### config.mk
export PLATFORM = sky130hd
export DESIGN_NAME = length_prefixed_stream_deframer
export DESIGN_NICKNAME = d
export VERILOG_FILES = /design/src/lpd_pkg.sv /design/src/lpd_core.sv /design/src/lpd_skid.sv /design/src/length_prefixed_stream_deframer.sv
export SDC_FILE = /design/constraint.sdc
export NUM_CORES = 1
export LEC_CHECK = 0
export ABC_AREA = 0
export ABC_CLOCK_PERIOD_IN_PS = 3400
export BUFFER_PORTS_ARGS = -buffer_cell sky130_fd_sc_hd__buf_2
export CORE_UTILIZATION = 40
export CTS_CLUSTER_SIZE = 14
export DETAILED_ROUTE_END_ITERATION = 6
export PLACE_DENSITY_LB_ADDON = 0.1
export SETUP_SLACK_MARGIN = 0.02
export SLEW_MARGIN = 25
export SYNTH_ARGS = -nofsm -noshare
export SYNTH_HDL_FRONTEND = slang
export SYNTH_SLANG_ARGS = --single-unit
### constraint.sdc
create_clock -name clk -period 3.4 [get_ports clk]
set_clock_uncertainty 0.2 [all_clocks]
set_input_delay 0.17 -clock clk [delete_from_list [all_inputs] [get_ports clk]]
set_output_delay 0.17 -clock clk [all_outputs]
set_load 0.02 [all_outputs]
### src/lpd_pkg.sv
`default_nettype none
package lpd_pkg;

  localparam int unsigned LEN_W = 24;
  localparam int unsigned HDR_BYTES = 4;

  localparam logic [1:0] HDR_CNT_LAST = 2'(HDR_BYTES - 1);
  localparam logic [LEN_W-1:0] HDR_LEN = LEN_W'(HDR_BYTES);
  localparam logic [LEN_W-1:0] MAX_LEN_RESET = 24'd65536;

  typedef logic [LEN_W-1:0] len_t;

  typedef struct packed {
    logic [7:0] data;
    logic       first;
    logic       last;
    logic       err;
  } lpd_result_t;

endpackage
`default_nettype wire

### src/lpd_core.sv
`default_nettype none
module lpd_core
  import lpd_pkg::*;
(
  input  wire logic        clk,
  input  wire logic        rst_n,
  input  wire logic        cfg_wr_en,
  input  wire len_t        cfg_wr_data,
  input  wire logic        acc,
  input  wire logic [7:0]  in_byte,
  output lpd_result_t      res
);

  len_t       max_len_r;
  logic [1:0] hdr_cnt_r, hdr_cnt_nxt;
  len_t       hdr_shift_r, hdr_shift_nxt;
  logic       in_body_r, in_body_nxt;
  len_t       body_left_r, body_left_nxt;

  logic       too_large;
  logic       too_small;
  len_t       len_low;

  assign len_low   = {hdr_shift_r[15:0], in_byte};
  assign too_large = (hdr_shift_r[23:16] != 8'd0) || (len_low > max_len_r);
  assign too_small = len_low < HDR_LEN;

  always_comb begin
    hdr_cnt_nxt   = hdr_cnt_r;
    hdr_shift_nxt = hdr_shift_r;
    in_body_nxt   = in_body_r;
    body_left_nxt = body_left_r;
    res.data      = in_byte;
    res.first     = 1'b0;
    res.last      = 1'b0;
    res.err       = 1'b0;
    if (in_body_r) begin
      if (body_left_r <= len_t'(1)) begin
        body_left_nxt = '0;
        in_body_nxt   = 1'b0;
        res.last      = 1'b1;
      end else begin
        body_left_nxt = body_left_r - len_t'(1);
      end
    end else begin
      res.first = (hdr_cnt_r == 2'd0);
      if (hdr_cnt_r != HDR_CNT_LAST) begin
        hdr_shift_nxt = {hdr_shift_r[15:0], in_byte};
        hdr_cnt_nxt   = hdr_cnt_r + 2'd1;
      end else begin
        hdr_cnt_nxt   = 2'd0;
        hdr_shift_nxt = '0;
        if (too_large || too_small) begin
          res.err = 1'b1;
        end else if (len_low == HDR_LEN) begin
          res.last = 1'b1;
        end else begin
          in_body_nxt   = 1'b1;
          body_left_nxt = len_low - HDR_LEN;
        end
      end
    end
  end

  always_ff @(posedge clk) begin
    if (!rst_n) begin
      max_len_r   <= MAX_LEN_RESET;
      hdr_cnt_r   <= 2'd0;
      hdr_shift_r <= '0;
      in_body_r   <= 1'b0;
      body_left_r <= '0;
    end else begin
      if (cfg_wr_en) begin
        max_len_r <= cfg_wr_data;
      end
      if (acc) begin
        hdr_cnt_r   <= hdr_cnt_nxt;
        hdr_shift_r <= hdr_shift_nxt;
        in_body_r   <= in_body_nxt;
        body_left_r <= body_left_nxt;
      end
    end
  end

endmodule
`default_nettype wire

### src/lpd_skid.sv
`default_nettype none
module lpd_skid
  import lpd_pkg::*;
(
  input  wire logic        clk,
  input  wire logic        rst_n,
  input  wire logic        up_valid,
  output logic             up_stall,
  input  wire lpd_result_t up_data,
  output logic             dn_valid,
  input  wire logic        dn_stall,
  output lpd_result_t      dn_data
);

  logic        main_valid_r;
  lpd_result_t main_r;
  logic        skid_valid_r;
  lpd_result_t skid_r;
  logic        up_acc;
  logic        dn_acc;

  assign up_stall = skid_valid_r;
  assign up_acc   = up_valid && !skid_valid_r;
  assign dn_acc   = main_valid_r && !dn_stall;
  assign dn_valid = main_valid_r;
  assign dn_data  = main_r;

  always_ff @(posedge clk) begin
    if (!rst_n) begin
      main_valid_r <= 1'b0;
      skid_valid_r <= 1'b0;
    end else if (skid_valid_r) begin
      if (dn_acc) begin
        main_r       <= skid_r;
        skid_valid_r <= 1'b0;
      end
    end else if (up_acc) begin
      if (!main_valid_r || dn_acc) begin
        main_r       <= up_data;
        main_valid_r <= 1'b1;
      end else begin
        skid_r       <= up_data;
        skid_valid_r <= 1'b1;
      end
    end else if (dn_acc) begin
      main_valid_r <= 1'b0;
    end
  end

endmodule
`default_nettype wire

### src/length_prefixed_stream_deframer.sv
// An accepted byte's result is registered in the output buffer (main entry, or skid entry
// while the main entry is stalled). Throughput: one byte per cycle while in_stall is low;
// header parsing and the length check are combinational. A two-entry output buffer lets
// input transfers continue while one result waits; in_stall rises only when both entries
// are full. Reset is synchronous and active low: it empties the output buffer, returns the
// parser to header reading and sets the maximum message length to 65536.
`default_nettype none
module length_prefixed_stream_deframer
  import lpd_pkg::*;
(
  input  wire logic        clk,
  input  wire logic        rst_n,
  input  wire logic        cfg_wr_en,
  input  wire logic [23:0] cfg_wr_data,
  input  wire logic        in_valid,
  output logic             in_stall,
  input  wire logic [7:0]  in_byte,
  output logic             out_valid,
  input  wire logic        out_stall,
  output logic [7:0]       out_byte,
  output logic             out_message_first,
  output logic             out_message_last,
  output logic             out_length_error
);

  lpd_result_t res;
  lpd_result_t dn_data;
  logic        acc;

  assign acc = in_valid && !in_stall;

  lpd_core u_core (
    .clk         (clk),
    .rst_n       (rst_n),
    .cfg_wr_en   (cfg_wr_en),
    .cfg_wr_data (cfg_wr_data),
    .acc         (acc),
    .in_byte     (in_byte),
    .res         (res)
  );

  lpd_skid u_skid (
    .clk      (clk),
    .rst_n    (rst_n),
    .up_valid (in_valid),
    .up_stall (in_stall),
    .up_data  (res),
    .dn_valid (out_valid),
    .dn_stall (out_stall),
    .dn_data  (dn_data)
  );

  assign out_byte          = dn_data.data;
  assign out_message_first = dn_data.first;
  assign out_message_last  = dn_data.last;
  assign out_length_error  = dn_data.err;

endmodule
`default_nettype wire

* Word level (Yosys, flattened, before mapping)
Index checks and enable logic that the tools add are counted.
** Word-level totals
- Logic and storage cells :: 80
- Bits in read-only memories :: 0
- Bits in writable memories :: 0
- Bits of input ports :: 37
- Memories kept :: 0
- Output and inout bits :: 13
- Bits in registers :: 99
- Bits in latches :: 0
** Cells by class
- Equality and inequality tests :: 7
- Bitwise gates (word level) :: 3
- $lt $le $gt $ge :: 3
- Multipliers :: 0
- Shift operators :: 0
- Mux-type cells :: 31
- Add/subtract/negate cells :: 3
- Divide/modulo/power cells :: 0
- Reduce and logical (&&, ||, !) cells :: 18
** Operators with widths (count)
- $mux W24 :: 6
- $mux W11 :: 4
- $eq A24 B3 Y1 const B :: 1
- $gt A24 B24 Y1 :: 1
- $le A24 B1 Y1 const B :: 1
- $lt A24 B3 Y1 const B :: 1
- $sub A24 B1 Y24 const B :: 1
- $sub A24 B3 Y24 const B :: 1
- $mux W1 :: 19
- $reduce_and A4 Y1 :: 3
- $ne A2 B1 Y1 const B :: 4
- $reduce_bool A8 Y1 :: 1
- $reduce_bool A2 Y1 :: 3
- $mux W2 :: 2
- $ne A2 B2 Y1 const B :: 2
- $logic_not A1 Y1 :: 3
- $logic_or A1 B1 Y1 :: 3
- $not A1 Y1 :: 3
- $reduce_and A3 Y1 :: 1
- $add A2 B1 Y2 const B :: 1
- $logic_and A1 B1 Y1 :: 2
- $logic_not A2 Y1 :: 1
- $reduce_and A2 Y1 :: 1

* Longest topological paths before layout
Gate-level depths: netlist of the first run.
- Depth in word-level cells :: 9
- Gate-level depth with buffers :: 11
- Depth with buffers taken out :: 9

* Modules after synthesis
Synthesis of the first run repeated with hierarchy kept, for this count alone.
** Unflattened totals
- Cell total of the unflattened synthesis :: 661
- Area, all modules :: 5711.7 sq um
** By module, submodules not included
- lpd_core :: sequential area each 1501.4 sq um, times used 1, area an instance 4744.6 sq um, cells each 612
- lpd_skid :: sequential area each 700.7 sq um, times used 1, area an instance 953.4 sq um, cells each 48
- length_prefixed_stream_deframer :: sequential area each 0.0 sq um, times used 1, area an instance 13.8 sq um, cells each 1

* Worst setup path before layout of the first run
OpenSTA, ideal clock, no wires.
- Kind :: register to register
- From :: reg u_core.hdr_shift_r[15]
- To :: reg u_core.body_left_r[14]
- Clock period less this slack :: 2.597 ns
- Setup slack :: 0.803 ns
- Arrival time :: 2.274 ns
- Library setup time :: 0.123 ns
- Stages on the path, launching flop included :: 11
- Data required time :: 3.077 ns
- Cells stage by stage :: dfxtp_1 > ha_1 > nand4_1 > nor4_1 > and2_1 > a31oi_1 > or3b_1 > buf_6 > buf_6 > a41oi_1 > o21ai_1
** Between the ends
- Word-level cells in the longest chain between the ends :: 5
- Elaborated cells between the ends (all ways) :: 8
- Classes of those cells :: 2 x order compare; 3 x eq/ne; 3 x reduce/logical
** Ends and longest elaborated chain
- start: declaration :: line lpd_core.sv:16 : len_t hdr_shift_r, hdr_shift_nxt;
- start signal: assignment :: line lpd_core.sv:78 : hdr_shift_r <= hdr_shift_nxt;
- $gt A24 B24 Y1 :: line lpd_core.sv:25 : assign too_large = (hdr_shift_r[23:16] != 8'd0) || (len_low > max_len_r);
- $logic_or A1 B1 Y1 :: line lpd_core.sv:25
- $logic_or A1 B1 Y1 :: line lpd_core.sv:53 : if (too_large || too_small) begin
- $ne A2 B1 Y1 (no source line)
- $reduce_and A4 Y1 (no source line) (*)
- end signal: assignment :: line lpd_core.sv:80 : body_left_r <= body_left_nxt;
- end: declaration :: line lpd_core.sv:18 : len_t body_left_r, body_left_nxt;
Every way passes the cells marked *; elsewhere a longest branch is shown, timed or not.
A chain may end at the register's enable or synchronous reset.

* Worst setup path after layout of the first run
- From :: reg u_core.hdr_shift_r[15]
- To :: reg u_core.body_left_r[18]
Same word-level chain as after synthesis.

==> results.txt, run 1 <==
# port buffers: 49
die height: 122.9 µm
DR DRC count: 0
CTS clk-pin slew, worst paths: 0.07 ns
TritonRoute pass-1 iters: 5
Setup TNS: 0 ns
Post-CTS Setup Repair Bufs: 0
grt total ovfl: 0
Max Cap Viol: 0
Hold Crit Class: input port to flip-flop
vias per cell: 5.684
PwrDens: 406.5 nW/µm²
Final Hold Vio Count: 0
crit path DAT: 3.08 ns
r2r setup slk: 0.38 ns
Starting Density: 0.4150
Vias: 5383
gr usage total: 0.2349
RD Place Congestion: 0.8900
total power: 0.002847 W
die width: 122.9 µm
Routed WL: 16320 µm
register area share after synthesis: 0.3765
die area: 15110 µm²
worst rel slew slack: 0.3810
core area: 14100 µm²
DP HPWL: 11650 µm
Slowest-stage cell, CP: nor4_1
Synth Flop Type: dfxtp_1
largest cells by area after synthesis: dfxtp_1, edfxtp_1, ha_1, nand3_1, mux2i_1
Area Overhead vs Synth: 19.74%
Gate Count Post-Synth: 680
antenna violations before repair: 0
Rows: 43
fin crit period: 3.024 ns
Final Cycle Share: 0.8895
CTS Buf Count: 9
CTS sink count: 99
Critical Path RT: 3.45 ns
CTS tree: done
Achievable Freq: 0.3307 GHz
Synth top cells by count: dfxtp_1, nand2_1, nand3_1, a21oi_1, nor2_1
Crit. End Element: flip-flop
CTS root buf: clkbuf_16
placed cell area: 6367 µm²
DP Worst Slack: 0.4149 ns
post-layout util: 0.4969
Hold Path Depth: 1
Max VDD drop: 252.9 µV
worst r2r src: u_core.hdr_shift_r[15]$_SDFFE_PN0P_
Register-to-Register Path Depth: 9
Synth Warn #: 0
Yosys cell types: 73
status: complete, no violations
synthesized area per cell: 8.602 µm²
Crit Path Max Fanout: 14
fin area: 7004 µm²
actual slew at the worst max-slew pin: 0.9251 ns
Avg WL per Cell: 17.23 µm
Final setup viols: 0
ys async rst share: 0
top-area cell type share of the netlist area: 0.2635
critical path launch point type: flip-flop
Synth area leader: dfxtp_1
crit-path max cell delay: 0.43 ns
Slew Viols, Final: 0
leakage: 2.954 nW
vias in the first global route: 5179
# diodes: 0
largest net degree at the start of global routing: 37
Clock Path Buffers: 2
Yosys reg bits: 99
most frequent cell after synthesis: dfxtp_1
DR iter-0 viols: 426
Ports: 50
nets@finish: 829
CP cell instances: ha_1 > nand4_1 > nor4_1 > inv_1 > a211o_1 > nor3b_2 > buf_4 > or3_1 > a31o_2
post-synthesis instance area: 5849 µm²
Hold Path End: u_skid.skid_r[7]$_DFFE_PP_
Reg-to-Reg End: u_core.body_left_r[18]$_SDFFE_PN0P_
H-tree levels: 3
RSZ-0062 raised after global routing: false
layout cells sized above 1: 0.1617
first-pass GRT wire length: 26810 µm
final setup margin: 0.3757 ns
CP Class: flip-flop to flip-flop
Hold Crit Start: in_byte[4]
number of synthesized flops with an enable pin: 22
post-route ant nets: 0
Syn Nets: 747
later-pin clock latency in the skew report: 0.36 ns
[cell families (layout without fill, tap and decap cells)]
family	count (synthesis)	after routing	share of synthesized area
mux	39	39	0.06909
compound gates	142	142	0.1613
fa+ha+maj	30	30	0.06417
flops	99	99	0.3765
xor+xnor	18	18	0.02695
buf+inv	77	164	0.05433
simple gates	275	275	0.2477
[what timing repair did]
action	in CTS	in global routing
resized for setup	0	0
hold endpoints to repair	42	0
hold buffers	34	0
[layout make-up]
class,count,area [µm²]
Timing Repair Buffer,112,815.8
Inverter,36,135.1
Clock inverter,4,28.78
Fill cell,1364,7092
Multi-Input combinational cell,504,3329
Sequential cell,99,2202
Clock buffer,12,267.8
Tap cell,180,225.2
[registers in the layout (all words and copies together), names as in the netlist]
register	flops
u_core.body_left_r	24
u_core.hdr_shift_r	24
u_core.max_len_r	24
u_skid.dn_data	11
u_skid.skid_r	11
u_core.hdr_cnt_r	2
u_core.in_body_r	1
u_skid.dn_valid	1
u_skid.up_stall	1
[per-stage QoR]
step | hold WS (ns) | cells
floorplan | 0.06887 | 680
global placement | 0.2030 | 897
detailed placement | 0.2090 | 897
CTS | 0.001438 | 947
global route | 0.009834 | 947
finish | 0.01754 | 947
[cell usage in the layout (no fill, tap or decap), drive strengths merged, types with 7 or more instances in the layout]
cell	netlist	layout
a21oi	55	55
and2	7	7
buf	11	78
clkbuf	30	12
dfxtp	77	77
dlygate4sd3	0	34
edfxtp	22	22
ha	30	30
inv	35	38
mux2	11	11
mux2i	28	28
nand2	65	65
nand3	58	58
nand4	15	15
nor2	53	53
nor3	22	22
nor4	13	13
o211ai	9	9
o21ai	22	22
or3	10	10
xnor2	11	11
xor2	7	7
[worst max path at each step]
| stage | from | cells after the start | end | slack (ns) |
|---|---|---|---|---|
| floorplan | u_core.hdr_shift_r[15]$_SDFFE_PN0P_ | 10 | u_core.body_left_r[14]$_SDFFE_PN0P_ | 0.80 |
| CTS | u_core.hdr_shift_r[15]$_SDFFE_PN0P_ | 9 | u_core.body_left_r[18]$_SDFFE_PN0P_ | 0.39 |
| global route | u_core.max_len_r[23]$_SDFFE_PN0P_ | 10 | u_core.body_left_r[18]$_SDFFE_PN0P_ | 0.24 |
| finish | u_core.hdr_shift_r[15]$_SDFFE_PN0P_ | 9 | u_core.body_left_r[18]$_SDFFE_PN0P_ | 0.38 |
| global placement | u_core.hdr_shift_r[15]$_SDFFE_PN0P_ | 9 | u_core.body_left_r[18]$_SDFFE_PN0P_ | 0.52 |
| detailed placement | u_core.hdr_shift_r[15]$_SDFFE_PN0P_ | 9 | u_core.body_left_r[18]$_SDFFE_PN0P_ | 0.41 |
[metal layers]
| layer | share of wire | track usage |
|---|---|---|
| met5 | 0 | 0 |
| met4 | 0.013 | 0.07698 |
| met3 | 0.058 | 0.04290 |
| met2 | 0.47 | 0.3792 |
| met1 | 0.46 | 0.3161 |
[power by group]
part / internal (W) / total, W / switching [W]
Sequential: 0.00125 / 0.00128 / 0.0000356
Clock: 0.000566 / 0.00103 / 0.000469
Combinational: 0.000211 / 0.000528 / 0.000317
[worst max-delay path, delay by kind of cell (launching register included)]
| family | cells | cell delay (ns) |
|---|---|---|
| AND/OR/NAND/NOR | 4 | 1.14 |
| AO/OA/AOI/OAI | 2 | 0.57 |
| buffers and inverters | 2 | 0.31 |
| flip-flops | 1 | 0.36 |
| adder cells (fa/ha/maj) | 1 | 0.34 |
Power figures use the tool's default switching activity.
==> inputs of run 2 (changes only) <==
--- a/config.mk
+++ b/config.mk
@@ -7,7 +7,7 @@
 export LEC_CHECK = 0
 export ABC_AREA = 0
 export ABC_CLOCK_PERIOD_IN_PS = 3400
-export BUFFER_PORTS_ARGS = -buffer_cell sky130_fd_sc_hd__buf_2
+export BUFFER_PORTS_ARGS = -buffer_cell sky130_fd_sc_hd__buf_4
 export CORE_UTILIZATION = 40
 export CTS_CLUSTER_SIZE = 14
 export DETAILED_ROUTE_END_ITERATION = 6
==> run 2 against run 1 <==
Combinational power rose by 4.2%. Final area rose by 2.1%. Clock power rose by 7%. Count of clock-buffer cells in the layout fell by 1. Via count rose by 0.35%. Largest cell class unchanged. Die area did not move.
==> results.txt, run 2 (synthesis results as in run 1) <==
status: complete, no violations
Crit Path Max Fanout: 19 (+5)
die height: 122.9 µm (unchanged)
# port buffers: 49 (unchanged)
Vias: 5402 (+0.35%)
Crit. End Element: flip-flop
# diodes: 0 (unchanged)
Area Overhead vs Synth: 22.29%
Max Cap Viol: 0 (unchanged)
Slew Viols, Final: 0 (unchanged)
Slowest-stage cell, CP: or3b_1
CP cell instances: ha_1 > nand4_1 > nor4_1 > and2_1 > a31oi_1 > or3b_1 > buf_12 > mux2i_1 > a211o_1
Ports: 50 (unchanged)
Starting Density: 0.4150 (unchanged)
post-layout util: 0.5075 (+0.01056)
total power: 0.002939 W (+3.2%)
antenna violations before repair: 0 (unchanged)
DP Worst Slack: 0.4877 ns (+0.07278 ns)
H-tree levels: 3 (unchanged)
vias in the first global route: 5252 (+1.4%)
DP HPWL: 11750 µm (+0.88%)
commonest non-fill, non-tap cells in the layout: buf_4, dfxtp_1, nand2_1
Final setup viols: 0 (unchanged)
DR iter-0 viols: 534 (+25%)
Clock Path Buffers: 2 (unchanged)
RSZ-0062 raised after global routing: false
die width: 122.9 µm (unchanged)
grt total ovfl: 0 (unchanged)
CTS tree: done
worst path buffer plus inverter count: 1 (-1)
largest net degree at the start of global routing: 47 (+27%)
critical path launch point type: flip-flop
layout cells sized above 1: 0.1602 (-0.001513)
Avg WL per Cell: 17.97 µm (+4.3%)
CP Class: flip-flop to flip-flop
Routed WL: 17040 µm (+4.4%)
Hold Crit Class: input port to flip-flop
Critical Path RT: 3.44 ns (about the same)
Hold Slack: 0.08601 ns (+0.06847 ns)
PwrDens: 410.8 nW/µm² (+1.1%)
later-pin clock latency in the skew report: 0.36 ns (about the same)
final setup margin: 0.4618 ns (+0.08603 ns)
TritonRoute pass-1 iters: 5 (unchanged)
post-route ant nets: 0 (unchanged)
die area: 15110 µm² (unchanged)
actual slew at the worst max-slew pin: 0.6791 ns (-0.2460 ns)
Max VDD drop: 333.8 µV (+32%)
Setup TNS: 0 ns (unchanged)
Achievable Freq: 0.3403 GHz (+2.9%)
Final Cycle Share: 0.8642 (-0.02530)
CP delay by family, top: simple AND/OR/NAND/NOR gates
cts repair resizes: 0 (unchanged)
DR DRC count: 0 (unchanged)
core area: 14100 µm² (unchanged)
CTS Buf Count: 9 (unchanged)
fin crit period: 2.938 ns (-0.08603 ns)
CTS root buf: clkbuf_16
nets@finish: 830 (+0.12%)
Rows: 43 (unchanged)
CTS clk-pin slew, worst paths: 0.07 ns (about the same)
gr usage total: 0.2394 (+0.004457)
largest registers: u_core.body_left_r (24), u_core.hdr_shift_r (24), u_core.max_len_r (24)
first-pass GRT wire length: 27460 µm (+2.4%)
RD Place Congestion: 0.8557 (-3.9%)
vias per cell: 5.698 (+0.25%)
crit path DAT: 2.98 ns (-0.10 ns)
worst rel slew slack: 0.5468 (+0.1658)
Final Hold Vio Count: 0 (unchanged)
CTS sink count: 99 (unchanged)
leakage: 3.001 nW (+1.6%)
crit-path max cell delay: 0.45 ns (+0.02 ns)
==> run 2: power breakdown <==
| part | internal, W | leakage (nW) | total (W) | switching, W |
|---|---|---|---|---|
| logic | 0.000229 | 2.02 | 0.000550 | 0.000321 |
| clock network | 0.000644 | 0.151 | 0.00110 | 0.000458 |
| registers | 0.00125 | 0.827 | 0.00129 | 0.0000381 |
==> run 2: metrics by stage <==
stage	area, µm²	std cells
6_report	7153	948
2_1_floorplan	5849	680
5_1_grt	7153	948
3_3_place_gp	6490	897
4_1_cts	7151	948
3_5_place_dp	6490	897
==> run 2: final timing paths <==
check                                            from                                  end  slack, ns  cells after the start
setup / recovery  u_core.hdr_shift_r[15]$_SDFFE_PN0P_   u_core.body_left_r[8]$_SDFFE_PN0P_       0.46                      9
hold / removal                              cfg_wr_en    u_core.max_len_r[16]$_SDFFE_PN1P_       0.09                      3
setup reg to reg  u_core.hdr_shift_r[15]$_SDFFE_PN0P_   u_core.body_left_r[8]$_SDFFE_PN0P_       0.46                      9
hold reg to reg   u_core.hdr_shift_r[22]$_SDFFE_PN0P_  u_core.hdr_shift_r[22]$_SDFFE_PN0P_       0.25                      2
==> run 2: layout make-up <==
cell class	count	area, µm²
clock buffer	11	232.7
clock inverter	5	77.57
fill	1348	6943
inverter	36	135.1
multi-input combinational	504	3332
sequential	99	2202
tap	180	225.2
timing repair buffer	113	948.4
==> run 2: repair_timing <==
item                      in CTS  in global routing
hold endpoints to repair      43                  0
setup buffers                  0                  0
hold buffers                  35                  0
==> run 2: layer usage <==
layer,vias to the layer above,routed length (µm),track usage,part of all wire
met2,153,7964,0.3862,0.47
met1,2569,7900,0.3163,0.46
li1,2656,-,-,-
met5,-,0,0,0
met4,0,308,0.09070,0.018
met3,24,862,0.04520,0.051
==> run 2: worst reg2reg max path: cells and delay by family, from the launching register on <==
| kind | cells | cell delay [ns] |
|---|---|---|
| buffers and inverters | 1 | 0.18 |
| muxes | 1 | 0.14 |
| DFF | 1 | 0.36 |
| and+or+nand+nor | 4 | 1.26 |
| AOI/OAI and AO/OA | 2 | 0.35 |
| adders and majority gates | 1 | 0.34 |
==> inputs of run 3 (changes only) <==
--- a/config.mk
+++ b/config.mk
@@ -9,6 +9,7 @@
 export ABC_CLOCK_PERIOD_IN_PS = 3400
 export BUFFER_PORTS_ARGS = -buffer_cell sky130_fd_sc_hd__buf_4
 export CORE_UTILIZATION = 40
+export CTS_BUF_LIST = sky130_fd_sc_hd__clkbuf_16
 export CTS_CLUSTER_SIZE = 14
 export DETAILED_ROUTE_END_ITERATION = 6
 export PLACE_DENSITY_LB_ADDON = 0.1
==> run 3 against run 2 <==
Via count up 0.19%. Combinational power is essentially flat. Sequential share of layout area stayed put. Setup slack improved by 0.0021 ns. Power fell by 0.17%. Wire length is 0.18% higher. Flip-flop and latch count unchanged. Register-to-register slack barely moved.
==> results.txt, run 3 (synthesis results as in run 1) <==
CTS root buf: clkbuf_16
Achievable Freq: 0.3406 GHz (about the same)
first-pass GRT wire length: 27460 µm (unchanged)
post-layout util: 0.5075 (unchanged)
RD Place Congestion: 0.8557 (unchanged)
critical path launch point type: flip-flop
Routed WL: 17070 µm (+0.18%)
largest registers: u_core.body_left_r (24), u_core.hdr_shift_r (24), u_core.max_len_r (24)
FF/Latch Area: 2202 µm² (unchanged)
CTS Buf Count: 9 (unchanged)
largest net degree at the start of global routing: 47 (unchanged)
CTS clk-pin slew, worst paths: 0.07 ns (about the same)
Ports: 50 (unchanged)
crit path DAT: 2.98 ns (about the same)
grt total ovfl: 0 (unchanged)
Area Overhead vs Synth: 22.29% (unchanged)
CTS sink count: 99 (unchanged)
Setup TNS: 0 ns (unchanged)
vias per cell: 5.709 (+0.19%)
post-route ant nets: 0 (unchanged)
Slew Viols, Final: 0 (unchanged)
PwrDens: 410.2 nW/µm² (-0.17%)
placed cell area: 6490 µm² (unchanged)
cell count after placement: 897 (unchanged)
worst rel slew slack: 0.5457 (-0.001119)
Post-CTS Setup Repair Bufs: 0 (unchanged)
# port buffers: 49 (unchanged)
core area: 14100 µm² (unchanged)
Crit Path Max Fanout: 19 (unchanged)
cts repair resizes: 0 (unchanged)
die width: 122.9 µm (unchanged)
CP Class: flip-flop to flip-flop
commonest non-fill, non-tap cells in the layout: buf_4, dfxtp_1, nand2_1
fin area: 7153 µm² (unchanged)
actual slew at the worst max-slew pin: 0.6807 ns (+0.001675 ns)
CTS Hold Buffers Added: 35 (unchanged)
Crit. End Element: flip-flop
DP HPWL: 11750 µm (unchanged)
DR iter-0 viols: 522 (-2.2%)
DR DRC count: 0 (unchanged)
RSZ-0062 raised after global routing: false
# diodes: 0 (unchanged)
H-tree levels: 3 (unchanged)
leakage: 3.009 nW (+0.28%)
die height: 122.9 µm (unchanged)
later-pin clock latency in the skew report: 0.36 ns (about the same)
fin crit period: 2.936 ns (-0.002101 ns)
Rows: 43 (unchanged)
Max VDD drop: 335.7 µV (+0.57%)
die area: 15110 µm² (unchanged)
Avg WL per Cell: 18.00 µm (+0.18%)
Starting Density: 0.4150 (unchanged)
Final setup viols: 0 (unchanged)
nets@finish: 830 (unchanged)
layout cells sized above 1: 0.1602 (unchanged)
Vias: 5412 (+0.19%)
Critical Path RT: 3.44 ns (about the same)
Max Cap Viol: 0 (unchanged)
CTS tree: done
Multi-input gate area: 3332 µm² (unchanged)
vias in the first global route: 5252 (unchanged)
Hold Crit Class: input port to flip-flop
fillers: 1348 (unchanged)
TritonRoute pass-1 iters: 5 (unchanged)
Final Hold Vio Count: 0 (unchanged)
Clock Path Buffers: 2 (unchanged)
status: complete, no violations
gr usage total: 0.2394 (unchanged)
antenna violations before repair: 0 (unchanged)
total power: 0.002934 W (-0.17%)
Final Cycle Share: 0.8636 (about the same)
fin cells: 948 (unchanged)
run 3: changes by cell type in the layout (fill, tap and decap cells not counted), sizes merged:
cell | previous run | this run
clkbuf | 11 | 9
inv | 35 | 37
run 3: power breakdown:
part | switching (W) | leakage, nW | internal, W
Combinational | 0.000321 | 2.02 | 0.000229
Sequential | 0.0000383 | 0.827 | 0.00125
Clock | 0.000459 | 0.159 | 0.000638
run 3: final timing paths:
path / from / endpoint / slack (ns) / cells after the start
worst max-delay path: u_core.hdr_shift_r[15]$_SDFFE_PN0P_ / u_core.body_left_r[8]$_SDFFE_PN0P_ / 0.46 / 9
worst max register to register: u_core.hdr_shift_r[15]$_SDFFE_PN0P_ / u_core.body_left_r[8]$_SDFFE_PN0P_ / 0.46 / 9
worst min register to register: u_core.hdr_shift_r[22]$_SDFFE_PN0P_ / u_core.hdr_shift_r[22]$_SDFFE_PN0P_ / 0.25 / 2
worst min-delay path: cfg_wr_en / u_core.max_len_r[16]$_SDFFE_PN1P_ / 0.09 / 3
run 3: worst max-delay path: stages, from the launching register on:
cell	delay [ns]
dfxtp_1	0.36
ha_1	0.34
nand4_1	0.19
nor4_1	0.40
and2_1	0.20
a31oi_1	0.08
or3b_1	0.45
buf_12	0.18
mux2i_1	0.13
a211o_1	0.27
run 3: area by class of cell:
class | count | share of cell area
Clock inverter | 7 | 0.01189
Clock buffer | 9 | 0.03149
Timing Repair Buffer | 113 | 0.1326
Inverter | 36 | 0.01889
Multi-Input combinational cell | 504 | 0.4658
Sequential cell | 99 | 0.3079
Tap cell | 180 | 0.03149
run 3: per-stage QoR:
stage	hold slack, ns	setup WS, ns
floorplan	0.06887	0.8030
global placement	0.1868	0.5522
detailed placement	0.1918	0.4877
CTS	0.08376	0.4708
global route	0.09874	0.2860
finish	0.08782	0.4639
run 3: metal layers:
layer | share of wire | GRT usage | vias to the layer above
met5 | 0 | 0 | -
met1 | 0.46 | 0.3163 | 2574
met4 | 0.018 | 0.09070 | 0
met3 | 0.052 | 0.04520 | 26
li1 | - | - | 2653
met2 | 0.47 | 0.3862 | 159
